`config.mk`:
```
export PLATFORM = sky130hd
export DESIGN_NAME = length_prefixed_topic_frame_parser
export DESIGN_NICKNAME = d
export VERILOG_FILES = /design/src/hw/rtl/lptf_pkg.sv /design/src/hw/rtl/length_prefixed_topic_frame_parser.sv /design/src/hw/rtl/lptf_apb.sv /design/src/hw/rtl/lptf_parse.sv /design/src/hw/rtl/lptf_check.sv
export VERILOG_INCLUDE_DIRS = /design/src /design/src/hw/rtl
export SDC_FILE = /design/constraint.sdc
export NUM_CORES = 1
export LEC_CHECK = 0
export ABC_AREA = 1
export BUFFER_PORTS_ARGS = -buffer_cell sky130_fd_sc_hd__buf_2
export CAP_MARGIN = 20
export CORE_MARGIN = 4
export CORE_UTILIZATION = 60
export DETAILED_ROUTE_END_ITERATION = 8
export PLACE_DENSITY = 0.92
export SETUP_SLACK_MARGIN = 0.15
export SLEW_MARGIN = 0
export SYNTH_ARGS = -nofsm -noshare
export SYNTH_HDL_FRONTEND = slang
export SYNTH_SLANG_ARGS = --single-unit
```
`constraint.sdc`:
```
create_clock -name aclk -period 5.53 [get_ports aclk]
set_input_delay 0 -clock aclk [delete_from_list [all_inputs] [get_ports aclk]]
set_output_delay 0 -clock aclk [all_outputs]
set_load 0.05 [all_outputs]
```
`src/hw/rtl/length_prefixed_topic_frame_parser_assert.svh`:
```
// Assertion macros for the length-prefixed topic frame parser.
// Included by the top level; no other dependencies.
`ifndef LENGTH_PREFIXED_TOPIC_FRAME_PARSER_ASSERT_SVH
`define LENGTH_PREFIXED_TOPIC_FRAME_PARSER_ASSERT_SVH

`ifndef ASSERT_OFF
// Check an implication on every clock edge outside reset
`define LPTF_ASSERT(label, clk, rstn, prop, msg) \
    label: assert property (@(posedge clk) disable iff (!rstn) prop) else $error(msg);
// Check that a condition never holds outside reset
`define LPTF_ASSERT_NEVER(label, clk, rstn, cond, msg) \
    label: assert property (@(posedge clk) disable iff (!rstn) !(cond)) else $error(msg);
`else
`define LPTF_ASSERT(label, clk, rstn, prop, msg)
`define LPTF_ASSERT_NEVER(label, clk, rstn, cond, msg)
`endif

`endif

```
`src/hw/rtl/lptf_pkg.sv`:
```
// Shared types and constants for the length-prefixed topic frame parser.
// No dependencies; imported by every module of the block.
`timescale 1ns / 1ps

package lptf_pkg;

    // Byte counter and length widths
    localparam int COUNT_W    = 32;
    localparam int DATA_W     = 8;
    localparam int TOPIC_W    = 16;
    localparam int APB_ADDR_W = 3;
    localparam int APB_DATA_W = 32;

    // Frame layout positions
    localparam logic [COUNT_W-1:0] PREFIX_LEN  = 32'd4;  // body length bytes
    localparam logic [COUNT_W-1:0] PRIO_IDX    = 32'd4;  // priority byte
    localparam logic [COUNT_W-1:0] TOPIC_START = 32'd7;  // first topic byte
    localparam logic [COUNT_W-1:0] HEADER_LEN  = 32'd3;  // priority + topic length

    // Register map (word index)
    localparam logic [APB_ADDR_W-3:0] REG_MAX_PRIORITY   = 1'b0;
    localparam logic [DATA_W-1:0]     MAX_PRIORITY_RESET = 8'd3;

    typedef enum logic [2:0] {
        KIND_LEN_PREFIX = 3'd0,
        KIND_PRIORITY   = 3'd1,
        KIND_TOPIC_LEN  = 3'd2,
        KIND_TOPIC      = 3'd3,
        KIND_PAYLOAD    = 3'd4
    } kind_t;

    typedef enum logic [2:0] {
        STATUS_OK           = 3'd0,
        STATUS_SHORT_PREFIX = 3'd1,
        STATUS_LEN_MISMATCH = 3'd2,
        STATUS_SHORT_BODY   = 3'd3,
        STATUS_BAD_PRIORITY = 3'd4,
        STATUS_TOPIC_OVERRUN = 3'd5,
        STATUS_EMPTY_TOPIC  = 3'd6
    } status_t;

    // One parsed word with the frame header as seen after it
    typedef struct packed {
        logic [DATA_W-1:0]  data;
        kind_t              kind;
        logic               last;
        logic [COUNT_W-1:0] total;
        logic [COUNT_W-1:0] body_len;
        logic [DATA_W-1:0]  prio;
        logic [TOPIC_W-1:0] topic_size;
    } frame_snap_t;

endpackage

```
`src/hw/rtl/length_prefixed_topic_frame_parser.sv`:
```
// Length-prefixed topic frame parser. Takes one frame word (byte) per cycle on the s_ channel
// when s_ready is high, s_frame_end on the final byte, and returns one m_ word per byte: the byte,
// its class, and on the last byte the frame status, priority and declared topic length. Sustained
// rate is one byte per clock while m_ready holds high. The input stage register (counter, header
// capture, classification) feeds the result register (status checks). The APB port holds one
// register, max_priority, at byte address 0 (reset value 3); write it only while idle.
// Depends on lptf_pkg, lptf_apb, lptf_parse, lptf_check and the assertion header.
`timescale 1ns / 1ps
`include "length_prefixed_topic_frame_parser_assert.svh"

module length_prefixed_topic_frame_parser (
    input  logic                              aclk,
    input  logic                              aresetn,
    // configuration
    input  logic                              psel,
    input  logic                              penable,
    input  logic                              pwrite,
    input  logic [lptf_pkg::APB_ADDR_W-1:0]   paddr,
    input  logic [lptf_pkg::APB_DATA_W-1:0]   pwdata,
    output logic [lptf_pkg::APB_DATA_W-1:0]   prdata,
    output logic                              pready,
    // input words
    input  logic                              s_valid,
    output logic                              s_ready,
    input  logic [lptf_pkg::DATA_W-1:0]       s_data_byte,
    input  logic                              s_frame_end,
    // result words
    output logic                              m_valid,
    input  logic                              m_ready,
    output logic [lptf_pkg::DATA_W-1:0]       m_byte_out,
    output logic [2:0]                        m_byte_kind,
    output logic                              m_last,
    output logic [2:0]                        m_status,
    output logic [lptf_pkg::DATA_W-1:0]       m_priority_res,
    output logic [lptf_pkg::TOPIC_W-1:0]      m_topic_length
);
    import lptf_pkg::*;

    logic              st_valid;
    logic              st_ready;
    frame_snap_t       st_snap;
    logic [DATA_W-1:0] max_priority;

    lptf_apb u_apb (
        .aclk         (aclk),
        .aresetn      (aresetn),
        .psel         (psel),
        .penable      (penable),
        .pwrite       (pwrite),
        .paddr        (paddr),
        .pwdata       (pwdata),
        .prdata       (prdata),
        .pready       (pready),
        .max_priority (max_priority)
    );

    lptf_parse u_parse (
        .aclk        (aclk),
        .aresetn     (aresetn),
        .s_data_byte (s_data_byte),
        .s_frame_end (s_frame_end),
        .s_valid     (s_valid),
        .s_ready     (s_ready),
        .st_valid    (st_valid),
        .st_snap     (st_snap),
        .st_ready    (st_ready)
    );

    lptf_check u_check (
        .aclk           (aclk),
        .aresetn        (aresetn),
        .st_valid       (st_valid),
        .st_snap        (st_snap),
        .st_ready       (st_ready),
        .max_priority   (max_priority),
        .m_valid        (m_valid),
        .m_ready        (m_ready),
        .m_byte_out     (m_byte_out),
        .m_byte_kind    (m_byte_kind),
        .m_last         (m_last),
        .m_status       (m_status),
        .m_priority_res (m_priority_res),
        .m_topic_length (m_topic_length)
    );

    // Status fields stay zero on words that do not end a frame
    `LPTF_ASSERT(a_quiet_mid_frame, aclk, aresetn, (m_valid && !m_last) |-> (m_status == STATUS_OK && m_priority_res == '0 && m_topic_length == '0), "status fields set on a mid-frame word")
    // A clean frame has a non-empty topic and an allowed priority
    `LPTF_ASSERT(a_ok_consistent, aclk, aresetn, (m_valid && m_last && m_status == STATUS_OK) |-> (m_topic_length != '0 && m_priority_res <= max_priority), "ok status on an invalid header")
    // Prefix bytes come only from the first four positions
    `LPTF_ASSERT_NEVER(a_prefix_pos, aclk, aresetn, st_valid && st_snap.kind == KIND_LEN_PREFIX && st_snap.total > PREFIX_LEN, "length prefix class past the prefix")
    // A word held in the input stage moves on once the result register frees
    `LPTF_ASSERT(a_stage_drains, aclk, aresetn, (st_valid && st_ready && !s_valid) |=> !st_valid, "input stage failed to drain")

endmodule

```
`src/hw/rtl/lptf_apb.sv`:
```
// APB configuration register file: holds max_priority.
// Depends on lptf_pkg.
`timescale 1ns / 1ps

module lptf_apb (
    input  logic                              aclk,
    input  logic                              aresetn,
    input  logic                              psel,
    input  logic                              penable,
    input  logic                              pwrite,
    input  logic [lptf_pkg::APB_ADDR_W-1:0]   paddr,
    input  logic [lptf_pkg::APB_DATA_W-1:0]   pwdata,
    output logic [lptf_pkg::APB_DATA_W-1:0]   prdata,
    output logic                              pready,
    output logic [lptf_pkg::DATA_W-1:0]       max_priority
);
    import lptf_pkg::*;

    logic [DATA_W-1:0] max_prio_reg;
    logic [DATA_W-1:0] max_prio_next;
    logic              hit;

    assign hit    = (paddr[APB_ADDR_W-1:2] == REG_MAX_PRIORITY);
    assign pready = 1'b1;

    // Write on the access phase
    always_comb begin
        max_prio_next = max_prio_reg;
        if (psel && penable && pwrite && hit) begin
            max_prio_next = pwdata[DATA_W-1:0];
        end
    end

    always_ff @(posedge aclk) begin
        if (!aresetn) begin
            max_prio_reg <= MAX_PRIORITY_RESET;
        end else begin
            max_prio_reg <= max_prio_next;
        end
    end

    // Read back, zero outside the map
    assign prdata       = hit ? {{(APB_DATA_W-DATA_W){1'b0}}, max_prio_reg} : '0;
    assign max_priority = max_prio_reg;

endmodule

```
`src/hw/rtl/lptf_parse.sv`:
```
// Input stage: byte counter, header capture, byte classification.
// Depends on lptf_pkg; feeds lptf_check through a frame_snap_t register.
`timescale 1ns / 1ps

module lptf_parse (
    input  logic                         aclk,
    input  logic                         aresetn,
    input  logic [lptf_pkg::DATA_W-1:0]  s_data_byte,
    input  logic                         s_frame_end,
    input  logic                         s_valid,
    output logic                         s_ready,
    output logic                         st_valid,
    output lptf_pkg::frame_snap_t        st_snap,
    input  logic                         st_ready
);
    import lptf_pkg::*;

    logic [COUNT_W-1:0] count_reg,  count_next;
    logic [COUNT_W-1:0] body_reg,   body_next;
    logic [DATA_W-1:0]  prio_reg,   prio_next;
    logic [TOPIC_W-1:0] topic_reg,  topic_next;
    logic               valid_reg,  valid_next;
    frame_snap_t        snap_reg,   snap_next;

    logic [COUNT_W-1:0] body_upd;
    logic [DATA_W-1:0]  prio_upd;
    logic [TOPIC_W-1:0] topic_upd;
    logic [COUNT_W-1:0] total;
    logic [COUNT_W-1:0] topic_off;
    kind_t              kind;
    logic               fire;

    assign s_ready = !valid_reg || st_ready;
    assign fire    = s_valid && s_ready;

    // Fold the current word into the header fields
    always_comb begin
        body_upd  = body_reg;
        prio_upd  = prio_reg;
        topic_upd = topic_reg;
        if (count_reg < PREFIX_LEN) begin
            body_upd = {body_reg[COUNT_W-DATA_W-1:0], s_data_byte};
        end else if (count_reg == PRIO_IDX) begin
            prio_upd = s_data_byte;
        end else if (count_reg < TOPIC_START) begin
            topic_upd = {topic_reg[TOPIC_W-DATA_W-1:0], s_data_byte};
        end
    end

    // Classify by position; saturate the count
    assign topic_off = count_reg - TOPIC_START;
    assign total     = (&count_reg) ? count_reg : count_reg + 1'b1;

    always_comb begin
        if (count_reg < PREFIX_LEN) begin
            kind = KIND_LEN_PREFIX;
        end else if (count_reg == PRIO_IDX) begin
            kind = KIND_PRIORITY;
        end else if (count_reg < TOPIC_START) begin
            kind = KIND_TOPIC_LEN;
        end else if (topic_off < {{(COUNT_W-TOPIC_W){1'b0}}, topic_upd}) begin
            kind = KIND_TOPIC;
        end else begin
            kind = KIND_PAYLOAD;
        end
    end

    // Advance state on accept; clear after the last word
    always_comb begin
        count_next = count_reg;
        body_next  = body_reg;
        prio_next  = prio_reg;
        topic_next = topic_reg;
        snap_next  = snap_reg;
        valid_next = valid_reg;
        if (st_ready) begin
            valid_next = 1'b0;
        end
        if (fire) begin
            valid_next           = 1'b1;
            snap_next.data       = s_data_byte;
            snap_next.kind       = kind;
            snap_next.last       = s_frame_end;
            snap_next.total      = total;
            snap_next.body_len   = body_upd;
            snap_next.prio       = prio_upd;
            snap_next.topic_size = topic_upd;
            if (s_frame_end) begin
                count_next = '0;
                body_next  = '0;
                prio_next  = '0;
                topic_next = '0;
            end else begin
                count_next = total;
                body_next  = body_upd;
                prio_next  = prio_upd;
                topic_next = topic_upd;
            end
        end
    end

    always_ff @(posedge aclk) begin
        if (!aresetn) begin
            count_reg <= '0;
            body_reg  <= '0;
            prio_reg  <= '0;
            topic_reg <= '0;
            valid_reg <= 1'b0;
        end else begin
            count_reg <= count_next;
            body_reg  <= body_next;
            prio_reg  <= prio_next;
            topic_reg <= topic_next;
            valid_reg <= valid_next;
        end
    end

    always_ff @(posedge aclk) begin
        snap_reg <= snap_next;
    end

    assign st_valid = valid_reg;
    assign st_snap  = snap_reg;

endmodule

```
`src/hw/rtl/lptf_check.sv`:
```
// Result stage: frame status checks and the output register.
// Depends on lptf_pkg; takes frame_snap_t words from lptf_parse.
`timescale 1ns / 1ps

module lptf_check (
    input  logic                          aclk,
    input  logic                          aresetn,
    input  logic                          st_valid,
    input  lptf_pkg::frame_snap_t         st_snap,
    output logic                          st_ready,
    input  logic [lptf_pkg::DATA_W-1:0]   max_priority,
    output logic                          m_valid,
    input  logic                          m_ready,
    output logic [lptf_pkg::DATA_W-1:0]   m_byte_out,
    output logic [2:0]                    m_byte_kind,
    output logic                          m_last,
    output logic [2:0]                    m_status,
    output logic [lptf_pkg::DATA_W-1:0]   m_priority_res,
    output logic [lptf_pkg::TOPIC_W-1:0]  m_topic_length
);
    import lptf_pkg::*;

    localparam logic [COUNT_W:0] HEADER_LEN_X = {1'b0, HEADER_LEN};

    logic               valid_reg, valid_next;
    logic [DATA_W-1:0]  data_reg,  data_next;
    kind_t              kind_reg,  kind_next;
    logic               last_reg,  last_next;
    status_t            stat_reg,  stat_next;
    logic [DATA_W-1:0]  prio_reg,  prio_next;
    logic [TOPIC_W-1:0] topic_reg, topic_next;

    status_t            status;
    logic [COUNT_W:0]   need_len;

    assign st_ready = !valid_reg || m_ready;
    assign need_len = HEADER_LEN_X + {{(COUNT_W-TOPIC_W+1){1'b0}}, st_snap.topic_size};

    // First failing check gives the status
    always_comb begin
        if (st_snap.total < PREFIX_LEN) begin
            status = STATUS_SHORT_PREFIX;
        end else if (st_snap.body_len != st_snap.total - PREFIX_LEN) begin
            status = STATUS_LEN_MISMATCH;
        end else if (st_snap.body_len < HEADER_LEN) begin
            status = STATUS_SHORT_BODY;
        end else if (st_snap.prio > max_priority) begin
            status = STATUS_BAD_PRIORITY;
        end else if ({1'b0, st_snap.body_len} < need_len) begin
            status = STATUS_TOPIC_OVERRUN;
        end else if (st_snap.topic_size == '0) begin
            status = STATUS_EMPTY_TOPIC;
        end else begin
            status = STATUS_OK;
        end
    end

    // Load the result register; hold while stalled
    always_comb begin
        valid_next = valid_reg;
        data_next  = data_reg;
        kind_next  = kind_reg;
        last_next  = last_reg;
        stat_next  = stat_reg;
        prio_next  = prio_reg;
        topic_next = topic_reg;
        if (m_ready) begin
            valid_next = 1'b0;
        end
        if (st_valid && st_ready) begin
            valid_next = 1'b1;
            data_next  = st_snap.data;
            kind_next  = st_snap.kind;
            last_next  = st_snap.last;
            stat_next  = st_snap.last ? status : STATUS_OK;
            prio_next  = st_snap.last ? st_snap.prio : '0;
            topic_next = st_snap.last ? st_snap.topic_size : '0;
        end
    end

    always_ff @(posedge aclk) begin
        if (!aresetn) begin
            valid_reg <= 1'b0;
        end else begin
            valid_reg <= valid_next;
        end
    end

    always_ff @(posedge aclk) begin
        data_reg  <= data_next;
        kind_reg  <= kind_next;
        last_reg  <= last_next;
        stat_reg  <= stat_next;
        prio_reg  <= prio_next;
        topic_reg <= topic_next;
    end

    assign m_valid        = valid_reg;
    assign m_byte_out     = data_reg;
    assign m_byte_kind    = kind_reg;
    assign m_last         = last_reg;
    assign m_status       = stat_reg;
    assign m_priority_res = prio_reg;
    assign m_topic_length = topic_reg;

endmodule

```
==> impl_metrics.tcl <==
set metrics [dict create \
    status "complete, no violations" \
    die_h_um 159 \
    synth-compound-area-share_pct 8.52 \
    ys_ff_latch 237 \
    crit_path_start_kind "flip-flop" \
    layout-drive-gt1-share_pct 12.0 \
    dp.cells 2008 \
    die-area_sq_mm 0.0252 \
    yosys_warnings 0 \
    ir_drop_uv 302 \
    worstSkewPairLatency_ns 0.55 \
    yosys.area_share.adder_pct 3.85 \
    yosysSeqAreaShare_pct 45.0 \
    hold_slack_ns 0.159 \
    cp_common_cell "nand2_2" \
    htreeDepth 1 \
    core_area_sq_mm 0.0221 \
    cts_tree "yes" \
    synth_top_cell_by_area "edfxtp_1" \
    gp_congestion 0.952 \
    rows 54 \
    root_buffer "clkbuf_16" \
    yosys.area_share.simple_pct 27.3 \
    grtUsageTotal_pct 31.2 \
    synthTopCellsByCount "489 x nand2_1, 193 x inv_1, 139 x edfxtp_1, 138 x nor2_1, 126 x a21oi_1" \
    grt_pass1_wl_mm 63.5 \
    ioPinCount 125 \
    ys.flop_type "edfxtp_1" \
    place_area_sq_mm 0.0140 \
    largest_reg_flops 100 \
    synth_most_common_cell "nand2_1" \
    setup_violations 0 \
    drc 0 \
    ys_async_sr_fraction_pct 0 \
    min_path_cells 4 \
    die_width_um 159 \
    cp-end-kind "flip-flop" \
    finalInstanceArea_sq_mm 0.0152 \
    drtIter0Drc 1759 \
    cp_cell_sequence "ha_1 -> nand2_2 -> nand2_2 -> nor2_4 -> nand2_4 -> nor2_4 -> nand2_4 -> o21ai_2 -> inv_1 -> ha_1 -> a21oi_1 -> nand2_1 -> nor3_1 -> nand3_1 -> nor2_1 -> nand3_1 -> nor2_2 -> nand2_2 -> nand2_1 -> nor2_2" \
    vias 12400 \
    synth_mux_area_share_pct 0 \
    grt_pass1_vias 11700 \
    yosysTopAreaCellShare_pct 30.6 \
    wl_per_cell_um 19.6 \
    cts_buffers 26 \
    p_leak_nw 6.29 \
    worst_path_max_delay_cell "dfxtp_1" \
    cts_resized 0 \
    drv_cap 0 \
    worst_slew_pin_slew_ns 1.03 \
    hold_buffers 29 \
    dp_hpwl_mm 25.7 \
    area_growth_pct 11.3 \
    dr.pass1.iters 7 \
    min_period_ns 3.94 \
    hold_viol_final 0 \
    grt_start_max_net_pins 97 \
    portBuffers 73 \
    synth_top_family_by_area "simple AND/OR/NAND/NOR gates" \
    final_cell_count_no_fill 2087 \
    power_density_mw_per_mm2 271 \
    syn-cell-area_sq_mm 0.0136 \
    hold_path.class "input pin to flip-flop" \
    crit_path_max_fanout 30 \
    fin_util_pct 68.7 \
    post_cts_buffers 0 \
    initial_core_util_pct 61.7 \
    max_freq_ghz 0.254 \
    crit_type "flip-flop to flip-flop" \
    fill_cells 1597 \
    synth_edf_count 139 \
    final_antenna_net_count 0 \
    max_slew_margin_pct 31.3 \
    arrival_ns 4.23 \
    syn_area_per_cell_sq_um 7.98 \
    finalSetupTns_ns 0 \
    synth_area_leaders "edfxtp_1 31%, dfxtp_1 14%, nand2_1 13%" \
    max_stage_delay_ns 0.37 \
    slew_violations 0 \
    synth.distinct_cells 46 \
    cp.required_ns 5.83 \
    clock-skew-final_ns 0.0253 \
    reg2reg_depth 20 \
    grt_overflow_total 0 \
    path_clk_slew_ns 0.08 \
    synthCells 1709 \
    fin_crit_sh_pct 71.2 \
    antenna_found_initial 1 \
    wl_mm 41.0 \
    synth_xor_area_share_pct 6.03 \
    nets 1879 \
    cts.sinks 237 \
    vias_per_cell 5.93 \
    grt_setup_unrepaired "no" \
    clockBufferDepth 3 \
]
## layer usage
metal	vias to the layer above	global-route usage (%)	wire length (um)
li1	5645	-	-
met4	0	14.7	2590
met2	822	51.9	19000
met5	-	0	0
met1	5663	38.8	14900
met3	239	7.18	4550
## cells in the final DEF, fill, tap and decap left out, types with 3 or more instances in the layout
| cell | Yosys | routed |
|---|---|---|
| nand2_1 | 489 | 488 |
| inv_1 | 193 | 192 |
| edfxtp_1 | 139 | 139 |
| nor2_1 | 138 | 137 |
| a21oi_1 | 126 | 125 |
| dfxtp_1 | 98 | 98 |
| buf_2 | 12 | 73 |
| xor2_1 | 67 | 67 |
| nand3_1 | 59 | 59 |
| o21ai_0 | 45 | 45 |
| ha_1 | 42 | 42 |
| nand4_1 | 32 | 32 |
| dlygate4sd3_1 | 0 | 29 |
| nor3_1 | 26 | 26 |
| clkbuf_16 | 0 | 26 |
| xnor2_1 | 25 | 25 |
| conb_1 | 2 | 25 |
| nor2_2 | 20 | 20 |
| nor4_1 | 18 | 18 |
| nand2_2 | 16 | 17 |
| o21ai_2 | 15 | 15 |
| nor2_4 | 13 | 14 |
| o21ai_1 | 14 | 14 |
| inv_2 | 7 | 7 |
| o211ai_1 | 7 | 7 |
| nand2_4 | 5 | 5 |
| or2_2 | 5 | 5 |
| clkinv_1 | 0 | 5 |
| buf_4 | 26 | 5 |
| clkbuf_1 | 32 | 4 |
| clkinv_2 | 0 | 3 |
| nand3_2 | 3 | 3 |
| nor3_2 | 3 | 3 |
| nand3b_1 | 3 | 3 |
## final timing paths
path | from | to | slack, ns
setup / recovery | u_parse.count_reg[0]$_SDFFE_PN0P_ | u_parse.st_snap[91]$_SDFFCE_PP0P_ | 1.59
hold / removal | psel | u_apb.max_priority[7]$_SDFFE_PN0P_ | 0.16
setup reg to reg | u_parse.count_reg[0]$_SDFFE_PN0P_ | u_parse.st_snap[91]$_SDFFCE_PP0P_ | 1.59
hold reg to reg | u_parse.st_snap[98]$_DFFE_PP_ | u_check.m_byte_out[6]$_DFFE_PP_ | 0.42
## critical path, delay by kind of cell, from the launching register on
family,cells,cell delay [ns]
AO/OA/AOI/OAI,2,0.51
flip-flops,1,0.37
buffers and inverters,1,0.08
adder cells (fa/ha/maj),2,0.59
AND/OR/NAND/NOR,15,2.13
## logic make-up (layout without fill, tap and decap cells)
group | count (synthesis) | in the layout
adders and majority gates | 42 | 42
xor gates and xnor gates | 93 | 93
and+or+nand+nor | 839 | 839
buffers and inverters | 283 | 356
DFF | 237 | 237
AOI/OAI and AO/OA | 213 | 213
other | 2 | 27
## metrics by stage
stage | total power [mW] | setup slack [ns]
2_1_floorplan | 2.28 | 1.56
3_3_place_gp | 2.35 | 1.75
3_5_place_dp | 2.36 | 1.71
4_1_cts | 4.06 | 1.67
5_1_grt | 4.23 | 1.37
6_report | 4.11 | 1.59
## power by group
group | switching (mW) | leakage [nW] | internal [mW] | total [mW]
Clock | 0.753 | 0.408 | 0.990 | 1.74
Sequential | 0.0575 | 2.18 | 1.92 | 1.98
Combinational | 0.287 | 3.70 | 0.103 | 0.390
## area by class of cell
class	count	area, sq um	share of cell area [%]
diodes	2	5.00	0.0330
clock buffers	32	693	4.57
clock inverters	15	148	0.973
inverters	200	752	4.96
multi-input cells	1212	6350	41.9
flip-flops and latches	237	6140	40.4
well taps	280	350	2.31
repair buffers	109	741	4.88
Power figures use the tool's default switching activity.
